$ cat src/hdl/assert_macros.svh
// ----------------------------------------------------------------------------
// Assertion macros
// Shared concurrent assertion forms, clocked on clk with arst_n as disable.
// ----------------------------------------------------------------------------
`ifndef ASSERT_MACROS_SVH
`define ASSERT_MACROS_SVH

// consequent must hold in the same cycle as the antecedent
`define ASSERT_SAME(lbl, ante, cons) \
	lbl: assert property (@(posedge clk) disable iff (!arst_n) (ante) |-> (cons)) \
		else $error("assertion failed: same-cycle implication");

// consequent must hold in the cycle after the antecedent
`define ASSERT_NEXT(lbl, ante, cons) \
	lbl: assert property (@(posedge clk) disable iff (!arst_n) (ante) |=> (cons)) \
		else $error("assertion failed: next-cycle implication");

// expression must hold at every clock edge out of reset
`define ASSERT_ALWAYS(lbl, expr) \
	lbl: assert property (@(posedge clk) disable iff (!arst_n) (expr)) \
		else $error("assertion failed: invariant");

`endif

$ cat src/hdl/scsc_pkg.sv
// ----------------------------------------------------------------------------
// scsc_pkg
// Types and constants shared by the supercover segment check block.
// ----------------------------------------------------------------------------
`default_nettype none

package scsc_pkg;

	localparam int GRID_SIZE = 64;
	localparam int ROW_W     = 64;
	localparam int COORD_W   = 6;
	localparam int STEP_W    = 7;
	localparam int CROSS_W   = 2 * COORD_W + 1;

	// rows that can be addressed by a 6-bit index and lie inside the grid
	localparam int MAP_ROWS  = (GRID_SIZE < (1 << COORD_W)) ? GRID_SIZE : (1 << COORD_W);
	localparam int ROW_AW    = (MAP_ROWS > 1) ? $clog2(MAP_ROWS) : 1;

	// columns at or beyond the grid edge always read as blocked
	localparam logic [ROW_W-1:0] COL_MASK =
		(GRID_SIZE >= ROW_W) ? {ROW_W{1'b1}} : ((ROW_W'(1) << GRID_SIZE) - ROW_W'(1));

	localparam int IN_DATA_W  = 96;
	localparam int OUT_DATA_W = 8;

	typedef enum logic {
		CMD_WRITE = 1'b0,
		CMD_CHECK = 1'b1
	} cmd_code_t;

	typedef enum logic {
		KIND_ACK   = 1'b0,
		KIND_CHECK = 1'b1
	} kind_code_t;

	// s_tdata layout, lowest field last
	typedef struct packed {
		logic [IN_DATA_W-ROW_W-5*COORD_W-1:0] pad;
		logic [COORD_W-1:0]                   end_y;
		logic [COORD_W-1:0]                   end_x;
		logic [COORD_W-1:0]                   start_y;
		logic [COORD_W-1:0]                   start_x;
		logic [ROW_W-1:0]                     row_bits;
		logic [COORD_W-1:0]                   row_index;
	} in_item_t;

	typedef struct packed {
		logic [STEP_W-1:0] steps_walked;
		logic              safe;
	} out_item_t;

	typedef struct packed {
		logic load_seg;   // latch a segment, read both end rows
		logic wr_row;     // write one map row
		logic step;       // advance the walker one cell
		logic res_chk;    // capture the check answer
		logic res_ack;    // capture a write acknowledge
		logic out_load;   // move the held answer to the output register
	} ctrl_cmd_t;

	typedef struct packed {
		logic more;       // walker has not reached the end cell
		logic fail;       // cell check in flight found a blocked cell
		logic out_free;   // output register can take an answer
	} dp_sts_t;

endpackage

`default_nettype wire

$ cat src/hdl/scsc_ctrl.sv
// ----------------------------------------------------------------------------
// scsc_ctrl
// Sequencer: takes requests, runs the walk, hands answers to the output.
// ----------------------------------------------------------------------------
`default_nettype none

module scsc_ctrl (
	input  wire                   clk,
	input  wire                   arst_n,
	input  wire                   s_tvalid,
	input  wire                   s_tuser,
	output logic                  s_tready,
	input  wire scsc_pkg::dp_sts_t sts,
	output scsc_pkg::ctrl_cmd_t   cmd
);
	import scsc_pkg::*;

	typedef enum logic [1:0] {
		ST_IDLE,
		ST_WALK,
		ST_RESP
	} state_t;

	state_t state_q;
	state_t state_nxt;
	logic   ready_q;
	logic   accept;

	assign s_tready = ready_q;
	assign accept   = s_tvalid && ready_q;

	always_comb begin
		cmd       = '0;
		state_nxt = state_q;
		unique case (state_q)
			ST_IDLE: begin
				if (accept) begin
					if (s_tuser == CMD_WRITE) begin
						cmd.wr_row  = 1'b1;
						cmd.res_ack = 1'b1;
						state_nxt   = ST_RESP;
					end else begin
						cmd.load_seg = 1'b1;
						state_nxt    = ST_WALK;
					end
				end
			end
			ST_WALK: begin
				if (sts.fail || !sts.more) begin
					cmd.res_chk = 1'b1;
					state_nxt   = ST_RESP;
				end else begin
					cmd.step = 1'b1;
				end
			end
			ST_RESP: begin
				if (sts.out_free) begin
					cmd.out_load = 1'b1;
					state_nxt    = ST_IDLE;
				end
			end
			default: state_nxt = ST_IDLE;
		endcase
	end

	always_ff @(posedge clk or negedge arst_n) begin
		if (!arst_n) begin
			state_q <= ST_IDLE;
			ready_q <= 1'b1;
		end else begin
			state_q <= state_nxt;
			ready_q <= (state_nxt == ST_IDLE);
		end
	end

endmodule

`default_nettype wire

$ cat config.mk
export PLATFORM = sky130hd
export DESIGN_NAME = scsc_ctrl
export DESIGN_NICKNAME = d
export VERILOG_FILES = /design/src/hdl/assert_macros.svh /design/src/hdl/scsc_pkg.sv /design/src/hdl/scsc_ctrl.sv
export SDC_FILE = /design/constraint.sdc
export NUM_CORES = 1
export LEC_CHECK = 0
export BUFFER_PORTS_ARGS = -buffer_cell sky130_fd_sc_hd__buf_2
export CAP_MARGIN = 20
export CORE_AREA = 5 5 42 44
export CTS_CLUSTER_SIZE = 14
export DETAILED_ROUTE_END_ITERATION = 6
export DIE_AREA = 0 0 47 49
export GPL_ROUTABILITY_DRIVEN = 0
export PLACE_DENSITY = 0.44
export SLEW_MARGIN = 20
export SYNTH_ARGS = -nofsm -noshare
export SYNTH_HDL_FRONTEND = slang
export SYNTH_SLANG_ARGS = --single-unit
$ cat constraint.sdc
create_clock -name clk -period 2.4 [get_ports clk]
set_input_delay 0.12 -clock clk [delete_from_list [all_inputs] [get_ports clk]]
set_output_delay 0.12 -clock clk [all_outputs]
set_load 0.01 [all_outputs]
; Word level (Yosys, flattened, before mapping)
; Cells that the tools add are included.
[totals]
regBits = 3
word_cells = 25
[classes]
n_mux = 16
reduce_logical = 5
n_eq_ne = 2
[op_table]
columns = op, n
row1 = $mux W2, 7
row2 = $mux W1, 8
row3 = $pmux W2 S3, 1
row4 = $logic_not A2 Y1, 2
row5 = $eq A2 B1 Y1 const B, 1
row6 = $eq A2 B2 Y1 const B, 1
row7 = $logic_and A1 B1 Y1, 1
row8 = $logic_not A1 Y1, 1
row9 = $logic_or A1 B1 Y1, 1

; Longest topological paths before layout
[depth]
depth_word = 5
mapped_depth = 3
mapped_depth_nobuf = 3

; Worst setup path before layout
; OpenSTA, ideal clock, no wires.
[synth_timing]
kind = register to output
start = register ready_q, in the netlist s_tready
end = output cmd[4] (netlist bit)
path_slack_ps = 1146
path_stages_with_launch = 4
arrival_time_ps = 1134
cell_sequence = dfstp_2 nand2_1 nor4_2 buf_4
[synth_lines]
columns = item, line
row1 = "start, declared", scsc_ctrl.sv:26  ; logic ready_q;
row2 = "start signal, assigned", scsc_ctrl.sv:72  ; ready_q <= (state_nxt == ST_IDLE);
row3 = "end, declared", scsc_ctrl.sv:14  ; output scsc_pkg::ctrl_cmd_t cmd

==> impl_metrics.py <==
metrics = {
    "setup_path": {
        "cp_max_fo": 3,
        "arrival_ns": 1.37,
        "worstSetupStartpointType": "flip-flop",
        "rr_worst_depth": 3,
        "cp-end-kind": "output pin",
        "worstSetupPathType": "reg2out",
        "required_ns": 2.28,
    },
    "yosys": {
        "avgSynthCellArea_um2": 9.87,
        "synth-seq-cells": 3,
        "yosysWarnings": 0,
        "ys_seq_area_frac": 0.430,
        "synth_fp_nets": 25,
        "yosys.cell_types.count": 13,
        "postSynthCellCount": 18,
        "synth_area_um2": 178,
    },
    "floorplanning": {
        "initial_core_util": 0.127,
        "die_h_um": 49,
        "io_pins": 14,
        "dieArea_um2": 2300,
        "core_area_um2": 1400,
        "fp.dieW_um": 47,
        "rows": 14,
    },
    "route": {
        "vias_per_cell": 3.84,
        "ant_nets": 0,
        "wire_per_inst_um": 10.1,
        "num_vias": 196,
        "finalWirelength_um": 514,
        "first_pass_iters": 4,
        "drt-initial-drc-count": 6,
        "drc": 0,
    },
    "global_routing": {
        "grt_antenna_before_repair": 0,
        "gr-total-overflow": 0,
        "grtUsageTotal": 0.0621,
        "grt_first_pass_wirelength_um": 903,
        "grt_pass1_vias": 214,
        "grt_max_degree": 8,
    },
    "layout": {
        "fill_cells": 163,
        "nets": 43,
        "drive_above_1_share": 0.543,
        "num_antenna_cells": 0,
        "area_delta_synth_final_pct": 64.1,
        "final_core_util": 0.208,
    },
    "sta": {
        "final_max_slew_viol_count": 0,
        "worst_pin_slew_ns": 0.358,
        "fmax_ghz": 0.673,
        "fin_crit_ns": 1.49,
        "slew_headroom": 0.759,
        "skew_ns": 0.00401,
        "fin_crit_sh": 0.619,
        "rsz0062_at_grt": "no",
        "finalSetupTns_ns": 0,
        "setup_violations": 0,
        "hold_viol": 0,
    },
    "pwr": {
        "finalPower_w": 0.000288,
        "power.density_nw_per_um2": 988,
        "ir_worst_vdd_v": 0.000308,
        "leakagePower_nw": 0.154,
    },
    "clocking": {
        "cts_max_level": 1,
        "clk_path_buf_depth": 2,
        "cts.sinks": 3,
        "path_clk_slew_ns": 0.04,
        "root_buffer": "clkbuf_4",
        "cts_tree": "done",
        "clock_latency_ns": 0.24,
        "numCtsBuffers": 3,
    },
    "outcome": {
        "run_status": "completed",
    },
    "job": {
        "cap_violations": 0,
    },
    "hold_path": {
        "worstHoldPathType": "in2reg",
        "holdPathStages": 4,
    },
    "placed_design": {
        "io_buffers": 13,
    },
}
==> worst paths after layout <==
check / startpoint / end / slack (ns)
worst max-delay path: s_tready / cmd[5] / 0.91
worst min-delay path: s_tvalid / s_tready / 0.16
worst max register to register: s_tready / state_q[0] / 1.25
worst min register to register: state_q[1] / s_tready / 0.62
max in group asynchronous: arst_n / s_tready / 2.00
min in group asynchronous: arst_n / state_q[0] / 0.21
==> layer usage <==
metal / part of all wire / wire [um] / global-route usage / vias to the layer above
met5: 0 / 0 / 0 / -
met4: 0 / 0 / 0.0415 / 0
met3: 0.22 / 114 / 0.0664 / 0
met2: 0.28 / 145 / 0.0520 / 21
met1: 0.49 / 254 / 0.0839 / 79
li1: - / - / - / 96
==> critical path, cell delays in order, from the launching register on <==
cell     delay [ns]
dfstp_2        0.53
nand2_1        0.09
nor4b_2        0.32
buf_2          0.19
==> sequential cells by signal, indices dropped and copies added (netlist names) <==
| signal | count |
|---|---|
| s_tready | 1 |
| state_q | 2 |
==> cells by family (layout without fill, tap and decap cells) <==
logic type | count (synthesis) | count (layout) | share of synthesized area
buf+inv | 1 | 18 | 0.0423
flops | 3 | 3 | 0.430
compound gates | 1 | 1 | 0.0281
simple gates | 13 | 13 | 0.500
==> cell type report <==
type,instances,area (um^2),area share
timing repair buffer,14,75.1,0.258
clock buffer,4,26.3,0.0901
tap,16,20.0,0.0687
sequential,3,76.3,0.262
multi-input combinational,14,93.8,0.322
==> power breakdown <==
part           internal, W  leakage (nW)  switching (W)
registers        0.0000759        0.0369      0.0000283
clock network    0.0000623        0.0150      0.0000269
logic            0.0000463         0.102      0.0000482
==> Yosys cell counts <==
master | number | area share
nor4_2 | 1 | 0.070
or3_1 | 1 | 0.035
buf_4 | 1 | 0.042
a21oi_1 | 1 | 0.028
nor3b_1 | 2 | 0.084
nor4b_2 | 1 | 0.084
dfrtp_1 | 2 | 0.28
nand2_1 | 2 | 0.042
and3b_1 | 1 | 0.049
or2_1 | 1 | 0.035
nor2_1 | 3 | 0.063
nor2b_1 | 1 | 0.035
dfstp_2 | 1 | 0.15
==> metrics by stage <==
step | hold slack [ns] | cell area (um^2) | cells | setup slack [ns]
2_1_floorplan | -0.176 | 178 | 18 | 1.15
3_3_place_gp | -0.0827 | 255 | 46 | 1.16
3_5_place_dp | -0.0815 | 255 | 46 | 1.17
4_1_cts | 0.140 | 292 | 51 | 0.902
5_1_grt | 0.188 | 292 | 51 | 0.830
6_report | 0.162 | 292 | 51 | 0.914
==> layout by cell type (no fill, tap or decap) <==
cell           count
nor2b_1            1
buf_2             13
nor2_1             3
nor4_2             1
and3b_1            1
nor4b_2            1
or2_1              1
dfstp_2            1
dfrtp_1            2
clkbuf_1           1
dlygate4sd3_1      1
nor3b_1            2
a21oi_1            1
clkbuf_4           3
or3_1              1
nand2_1            2
==> what timing repair did <==
item,in CTS,in global routing
resized for setup,0,0
hold endpoints to repair,3,0
setup buffers,0,0
hold buffers,1,0
(Power assumes the default switching activity.)
